<file path="src/met_pkg.sv">
`timescale 1ns / 1ps
// shared types, constants and fixed-point helpers for the mandelbrot escape-time block
// no dependencies; used by met_cell, met_mul_chain and mandelbrot_escape_time

package met_pkg;

  // number format: signed fixed point, 8 integer bits (sign included)
  localparam int FracBits = 32;
  localparam int FxW      = 8 + FracBits;

  // field and register widths
  localparam int ColW     = 12;
  localparam int RowW     = 11;
  localparam int StepW    = 33;
  localparam int StepFrac = 32;
  localparam int CountW   = 8;
  localparam int TotW     = 40;

  // configuration port
  localparam int CfgIdxW  = 4;
  localparam int CfgDataW = StepW;
  localparam logic [CfgIdxW-1:0] CfgPixelStep = CfgIdxW'(0);
  localparam logic [CfgIdxW-1:0] CfgMaxIter   = CfgIdxW'(1);

  localparam logic [StepW-1:0]  StepReset    = StepW'(4194304);
  localparam logic [CountW-1:0] MaxIterReset = CountW'(255);

  // index scaling: step product aligned to FracBits fraction bits
  localparam int ShiftLeft  = (FracBits >= StepFrac) ? FracBits - StepFrac : 0;
  localparam int ShiftRight = (FracBits <  StepFrac) ? StepFrac - FracBits : 0;
  localparam int ScaleW     = ColW + StepW + ShiftLeft;

  // multiplier chain: magnitude product split into digits, one digit per cell
  localparam int Cells   = 4;
  localparam int DigitW  = (FxW + Cells - 1) / Cells;
  localparam int PadW    = Cells * DigitW;
  localparam int ProdW   = 2 * FxW;
  localparam int FullW   = ProdW - FracBits;
  localparam int MulLat  = Cells + 2;

  localparam int TagW = 2;
  localparam logic [TagW-1:0] TagRr = TagW'(0);
  localparam logic [TagW-1:0] TagIi = TagW'(1);
  localparam logic [TagW-1:0] TagRi = TagW'(2);

  typedef logic signed [FxW-1:0] fx_t;

  localparam logic [FxW-1:0] FxMaxMag = {1'b0, {(FxW-1){1'b1}}};
  localparam fx_t FxMax  = fx_t'(FxMaxMag);
  localparam fx_t FxMin  = fx_t'({1'b1, {(FxW-1){1'b0}}});
  localparam fx_t FxOne  = fx_t'({1'b1, {FracBits{1'b0}}});
  localparam fx_t FxTwo  = fx_t'({2'b10, {FracBits{1'b0}}});
  localparam fx_t FxFour = fx_t'({3'b100, {FracBits{1'b0}}});

  localparam logic [FullW-1:0] MulPosLim = FullW'(FxMaxMag);
  localparam logic [FullW-1:0] MulNegLim = FullW'(FxMaxMag) + FullW'(1);

  typedef struct packed {
    logic [ColW-1:0] column_index;
    logic [RowW-1:0] row_index;
  } in_item_t;

  typedef struct packed {
    logic [CountW-1:0] iteration_count;
    logic [TotW-1:0]   iteration_total;
  } out_item_t;

  typedef struct packed {
    logic            vld;
    logic [TagW-1:0] tag;
    fx_t             a;
    fx_t             b;
  } mul_req_t;

  typedef struct packed {
    logic            vld;
    logic [TagW-1:0] tag;
    fx_t             p;
  } mul_rsp_t;

  // data handed from cell to cell
  typedef struct packed {
    logic             vld;
    logic             neg;
    logic [TagW-1:0]  tag;
    logic [FxW-1:0]   a_mag;
    logic [PadW-1:0]  b_mag;
    logic [ProdW-1:0] acc;
  } lane_t;

  function automatic fx_t fx_add_sat(fx_t a, fx_t b);
    logic signed [FxW:0] s;
    s = a + b;
    if (s[FxW] != s[FxW-1]) begin
      return s[FxW] ? FxMin : FxMax;
    end
    return fx_t'(s[FxW-1:0]);
  endfunction

  function automatic fx_t fx_sub_sat(fx_t a, fx_t b);
    logic signed [FxW:0] s;
    s = a - b;
    if (s[FxW] != s[FxW-1]) begin
      return s[FxW] ? FxMin : FxMax;
    end
    return fx_t'(s[FxW-1:0]);
  endfunction

endpackage

</file>
<file path="src/met_cell.sv">
`timescale 1ns / 1ps
// one digit cell of the multiplier chain: horner step acc = acc * 2^digit + a * top digit of b
// depends on met_pkg

module met_cell (
  input  logic           clk,
  input  logic           rst_n,
  input  met_pkg::lane_t lane_in,
  output met_pkg::lane_t lane_out
);

  met_pkg::lane_t lane_r;
  met_pkg::lane_t lane_nxt;
  logic [met_pkg::FxW+met_pkg::DigitW-1:0] pp;

  always_comb begin
    lane_nxt       = lane_in;
    pp             = lane_in.a_mag * lane_in.b_mag[met_pkg::PadW-1 -: met_pkg::DigitW];
    lane_nxt.acc   = (lane_in.acc << met_pkg::DigitW) + met_pkg::ProdW'(pp);
    lane_nxt.b_mag = lane_in.b_mag << met_pkg::DigitW;
  end

  always_ff @(posedge clk) begin
    if (!rst_n) begin
      lane_r <= '0;
    end else begin
      lane_r <= lane_nxt;
    end
  end

  assign lane_out = lane_r;

endmodule

</file>
<file path="src/met_mul_chain.sv">
`timescale 1ns / 1ps
// pipelined fixed-point multiplier: sign/magnitude front, a row of met_cell, saturating back end
// depends on met_pkg and met_cell

module met_mul_chain (
  input  logic              clk,
  input  logic              rst_n,
  input  met_pkg::mul_req_t req,
  output met_pkg::mul_rsp_t rsp
);

  met_pkg::lane_t    front_r;
  met_pkg::lane_t    front_nxt;
  met_pkg::lane_t    lane [0:met_pkg::Cells];
  met_pkg::mul_rsp_t rsp_r;
  met_pkg::mul_rsp_t rsp_nxt;
  logic [met_pkg::FullW-1:0] full;

  function automatic logic [met_pkg::FxW-1:0] fx_mag(met_pkg::fx_t v);
    return v[met_pkg::FxW-1] ? met_pkg::FxW'(-v) : met_pkg::FxW'(v);
  endfunction

  always_comb begin
    front_nxt       = '0;
    front_nxt.vld   = req.vld;
    front_nxt.tag   = req.tag;
    front_nxt.neg   = req.a[met_pkg::FxW-1] ^ req.b[met_pkg::FxW-1];
    front_nxt.a_mag = fx_mag(req.a);
    front_nxt.b_mag = met_pkg::PadW'(fx_mag(req.b));
  end

  always_ff @(posedge clk) begin
    if (!rst_n) begin
      front_r <= '0;
    end else begin
      front_r <= front_nxt;
    end
  end

  assign lane[0] = front_r;

  for (genvar k = 0; k < met_pkg::Cells; k++) begin : g_cell
    met_cell u_cell (
      .clk      (clk),
      .rst_n    (rst_n),
      .lane_in  (lane[k]),
      .lane_out (lane[k+1])
    );
  end

  // drop fraction bits (magnitude truncates toward zero), saturate, apply sign
  always_comb begin
    full        = lane[met_pkg::Cells].acc[met_pkg::ProdW-1:met_pkg::FracBits];
    rsp_nxt.vld = lane[met_pkg::Cells].vld;
    rsp_nxt.tag = lane[met_pkg::Cells].tag;
    if (lane[met_pkg::Cells].neg) begin
      if (full > met_pkg::MulNegLim) begin
        rsp_nxt.p = met_pkg::FxMin;
      end else begin
        rsp_nxt.p = met_pkg::fx_t'(met_pkg::FxW'(0) - full[met_pkg::FxW-1:0]);
      end
    end else begin
      if (full > met_pkg::MulPosLim) begin
        rsp_nxt.p = met_pkg::FxMax;
      end else begin
        rsp_nxt.p = met_pkg::fx_t'(full[met_pkg::FxW-1:0]);
      end
    end
  end

  always_ff @(posedge clk) begin
    if (!rst_n) begin
      rsp_r <= '0;
    end else begin
      rsp_r <= rsp_nxt;
    end
  end

  assign rsp = rsp_r;

  a_req_returns: assert property (@(posedge clk) disable iff (!rst_n)
    req.vld |-> ##(met_pkg::MulLat) rsp.vld)
    else $error("multiplier request did not come out after the chain latency");

  a_tag_kept: assert property (@(posedge clk) disable iff (!rst_n)
    rsp.vld |-> rsp.tag == $past(req.tag, met_pkg::MulLat))
    else $error("multiplier result carries the wrong tag");

  a_square_nonneg: assert property (@(posedge clk) disable iff (!rst_n)
    rsp.vld && $past(req.a == req.b, met_pkg::MulLat) |-> !rsp.p[met_pkg::FxW-1])
    else $error("square came out negative");

endmodule

</file>
<file path="config.mk">
export PLATFORM = sky130hd
export DESIGN_NAME = met_mul_chain
export DESIGN_NICKNAME = d
export VERILOG_FILES = /design/src/met_pkg.sv /design/src/met_cell.sv /design/src/met_mul_chain.sv
export SDC_FILE = /design/constraint.sdc
export NUM_CORES = 2
export LEC_CHECK = 0
export BUFFER_PORTS_ARGS = -buffer_cell sky130_fd_sc_hd__buf_2
export CAP_MARGIN = 20
export CORE_MARGIN = 2
export CORE_UTILIZATION = 50
export DETAILED_ROUTE_END_ITERATION = 8
export PLACE_DENSITY = 0.67
export RECOVER_POWER = 50
export SYNTH_ARGS = -nofsm -noshare
export SYNTH_HDL_FRONTEND = slang
export SYNTH_HIERARCHICAL = 1
export SYNTH_SLANG_ARGS = --single-unit
export TNS_END_PERCENT = 10
</file>
<file path="constraint.sdc">
create_clock -name clk -period 6.9 [get_ports clk]
set_clock_uncertainty 0.2 [all_clocks]
set_input_delay 0.69 -clock clk [delete_from_list [all_inputs] [get_ports clk]]
set_output_delay 0.69 -clock clk [all_outputs]
set_load 0.1 [all_outputs]
</file>
==> results.txt <==
* Run status: finished with violations
* Violations in the final reports: max-capacitance violations, max-slew violations
- The number of antenna violations at the first check in global routing is 3.
- Of all nets on the critical path, the largest fanout is 11.
- After detailed placement, the total cell area comes to 0.0762 mm2.
* Worst max-slew margin expressed relative to the limit: -1.07
- For this design the top-level I/O count stands at around 130.
- Maximum root-to-sink buffer count: 3
- STA classifies the critical path startpoint as a flip-flop.
- Count of inserted antenna diode cells: 0
* Post-layout min period: ~6.6 ns
* Post-detailed-route wirelength per cell: around 18 um
* Mean instance size in the synthesized netlist: 8.70 um2
- Post-Syn Area: approximately 0.073 mm2
- Std-Cell Core Area: between 0.1 and 0.15 mm2
- Row count: 140
* Number of setup buffers added after CTS: 0
- Endpoint of the worst hold-timing path: front_r[161]$_SDFF_PN0_
- Nets@finish: approximately 10000
- On the worst path, the slowest cell contributes a delay of ~0.60 ns.
- Commonest non-fill, non-tap cell in the layout: inv_1
- Synthesis handed over a netlist of between 8000 and 9000 instances.
* Count of buffers inserted at the top-level ports: approximately 130
* Worst skew pair latency: ~0.7 ns
- Final Routed Wirelength: ~190000 um
- Initial Util: 0.504
- Max IR drop VDD: around 0.19 mV
- After routing, the total negative slack on setup checks comes to 0 ns.
* Crit-path slowest cell: or4b_2
* Data required, critical path: about 7.3 ns
- Final Max Slew Viols: 320
- The first detailed-routing pass took 6 iterations.
- Of the cells placed in the final design, the portion with a size suffix greater than 1 is 0.0522.
* Maxcap violations: 4
* Clock-pin slew on the worst setup and hold paths: 0.06 ns
- For the pin with the worst max-slew slack, the measured transition is 3.11 ns.
* Pre-CTS WS: approximately 0.39 ns
- In this design, the critical path's most frequently occurring cell is fa_1.
* Layout-stage area growth over the synthesis result: 6.81%
* Class of the most critical hold timing path: input port to flip-flop
* Cell area after layout: 0.0785 mm2
* LEAKAGE: 39.1 nW
- Together, buffers and inverters on the worst path number 2.
- Endpoint class of the critical path: flip-flop
- Max Clock Freq: approximately 0.15 GHz
- The count of endpoints failing hold in the final timing report is 0.
- Commonest non-fill, non-tap cells in the layout: 1604 x inv_1, 1372 x fa_1, 1292 x nand2_1
- For this block, the initial DRC count from the detailed router was 3356.
- Setup slack on the worst reg-to-reg path comes out at roughly 0.28 ns.
- CTS placed an instance of clkbuf_16 at the clock tree root.
- Final setup violation count: 0
* Type of the worst setup path: flip-flop to flip-flop
- Number of design rule violations left after detail routing: 0
* Via Count: around 55000
* Data arrival time of the critical path: roughly 7.0 ns
* Width of the die: approximately 390 um
* Ordered list of cells on the worst path: and2_1 -> fa_1 -> fa_1 -> fa_1 -> fa_1 -> inv_1 -> fa_1 -> inv_1 -> ha_1 -> nand3_1 -> or3_1 -> o21ai_0 -> a41oi_2 -> o21ai_0 -> or4b_2 -> nand2_1 -> xor2_1 -> and2_1
- Number of sinks driven by the clock tree: around 550
* Setup repair after global routing missed its margin: no
- The die is just under 400 um tall.
- The floorplan step defined a die boundary enclosing about 0.15 mm2.
* Maximum number of pins on one net before global-route repair: between 90 and 100
* Wire length of the first global-routing pass: about 310000 um
- The startpoint identified for the worst hold timing path is req[81].
* Instance count along the most critical hold path: 2
* CTS tree: done
- Cell type group with the largest total delay on the critical path: adder cells
* Power per cell area: approximately 180 mW/mm2
* Launch instance of the worst register-to-register path: front_r[126]$_SDFF_PN0_
- The via count of the first global-routing pass came to 59293.
- Endpoint of the worst-slack reg-to-reg timing path: g_cell[0].u_cell/lane_out[43]$_SDFF_PN0_
- Worst reg-to-reg path cell count: 18
- Remaining global-route overflow: 0
* Post-DP HPWL: 150000 um
- Number of routed nets with antenna violations: 0
- Number of filler cells placed in the layout: ~13000
- The H-tree generated during clock tree synthesis spans 3 levels.
- Warnings, synthesis: 6
* Routability cong.: around 0.95
- Setup slack closes at ~0.28 ns.
- Dividing the final minimum period by the clock period gives 0.960.
* Number of buffers inserted during clock tree synthesis: 67
- Aggregate global-route resource usage: 0.256
- Vias per Instance: ~5.3
-- where the power goes --
part | internal, mW | total (mW) | switching (mW)
logic | 2.25 | 6.23 | 3.98
clock network | 2.08 | 3.62 | 1.54
registers | 3.59 | 3.99 | 0.404
total | 7.92 | 13.8 | 5.92
-- area by class of cell --
type	instances	area, um2	share of cell area
Clock buffer	87	1840	0.0235
Clock inverter	36	418	0.00533
Inverter	1608	6040	0.0769
Multi-Input combinational cell	5825	54500	0.695
Sequential cell	551	11000	0.141
Tap cell	1917	2400	0.0306
Timing Repair Buffer	287	2240	0.0285
-- how the worst max path moves through the flow --
stage / from / end / slack [ns] / cells after the start
finish: front_r[126]$_SDFF_PN0_ / g_cell[0].u_cell/lane_out[43]$_SDFF_PN0_ / 0.28 / 18
global route: front_r[121]$_SDFF_PN0_ / g_cell[0].u_cell/lane_out[26]$_SDFF_PN0_ / 0.02 / 21
CTS: front_r[126]$_SDFF_PN0_ / g_cell[0].u_cell/lane_out[43]$_SDFF_PN0_ / 0.35 / 18
detailed placement: front_r[118]$_SDFF_PN0_ / g_cell[0].u_cell/lane_out[43]$_SDFF_PN0_ / 0.39 / 19
global placement: front_r[119]$_SDFF_PN0_ / g_cell[0].u_cell/lane_out[39]$_SDFF_PN0_ / 0.43 / 20
floorplan: front_r[116]$_SDFF_PN0_ / g_cell[0].u_cell/lane_out[43]$_SDFF_PN0_ / 0.83 / 20
-- metal layers --
metal  share of wire  GRT usage  wire length (um)  up-vias
met5        0.000069          0                13        -
met4           0.035     0.0901              6640        2
met3           0.065     0.0380             12200      361
met2            0.48      0.431             89100     1886
met1            0.42      0.337             79300    27581
li1                -          -                 -    25238
-- metrics by stage --
step / power [mW] / hold WS [ns] / instances / utilization
floorplan: 8.49 / 0.212 / 8487 / -
global placement: 10.1 / 0.214 / 10183 / 0.523
detailed placement: 10.2 / 0.218 / 10183 / 0.523
CTS: 13.9 / 0.000208 / 10310 / 0.539
global route: 14.8 / 0.0343 / 10311 / 0.538
finish: 13.8 / 0.0495 / 10311 / 0.538
-- sequential cells by signal (all words and copies together) (netlist names) --
register and flops:
g_cell.u_cell/lane_out 424, rsp 43, front_r 84
-- what timing repair did --
action / in CTS / in global routing
hold buffers: 4 / 0
setup endpoints to repair: 0 / 1
endpoints found under the hold margin: 4 / 0
gates resized for setup: 0 / 1
Power figures use the tool's default switching activity.
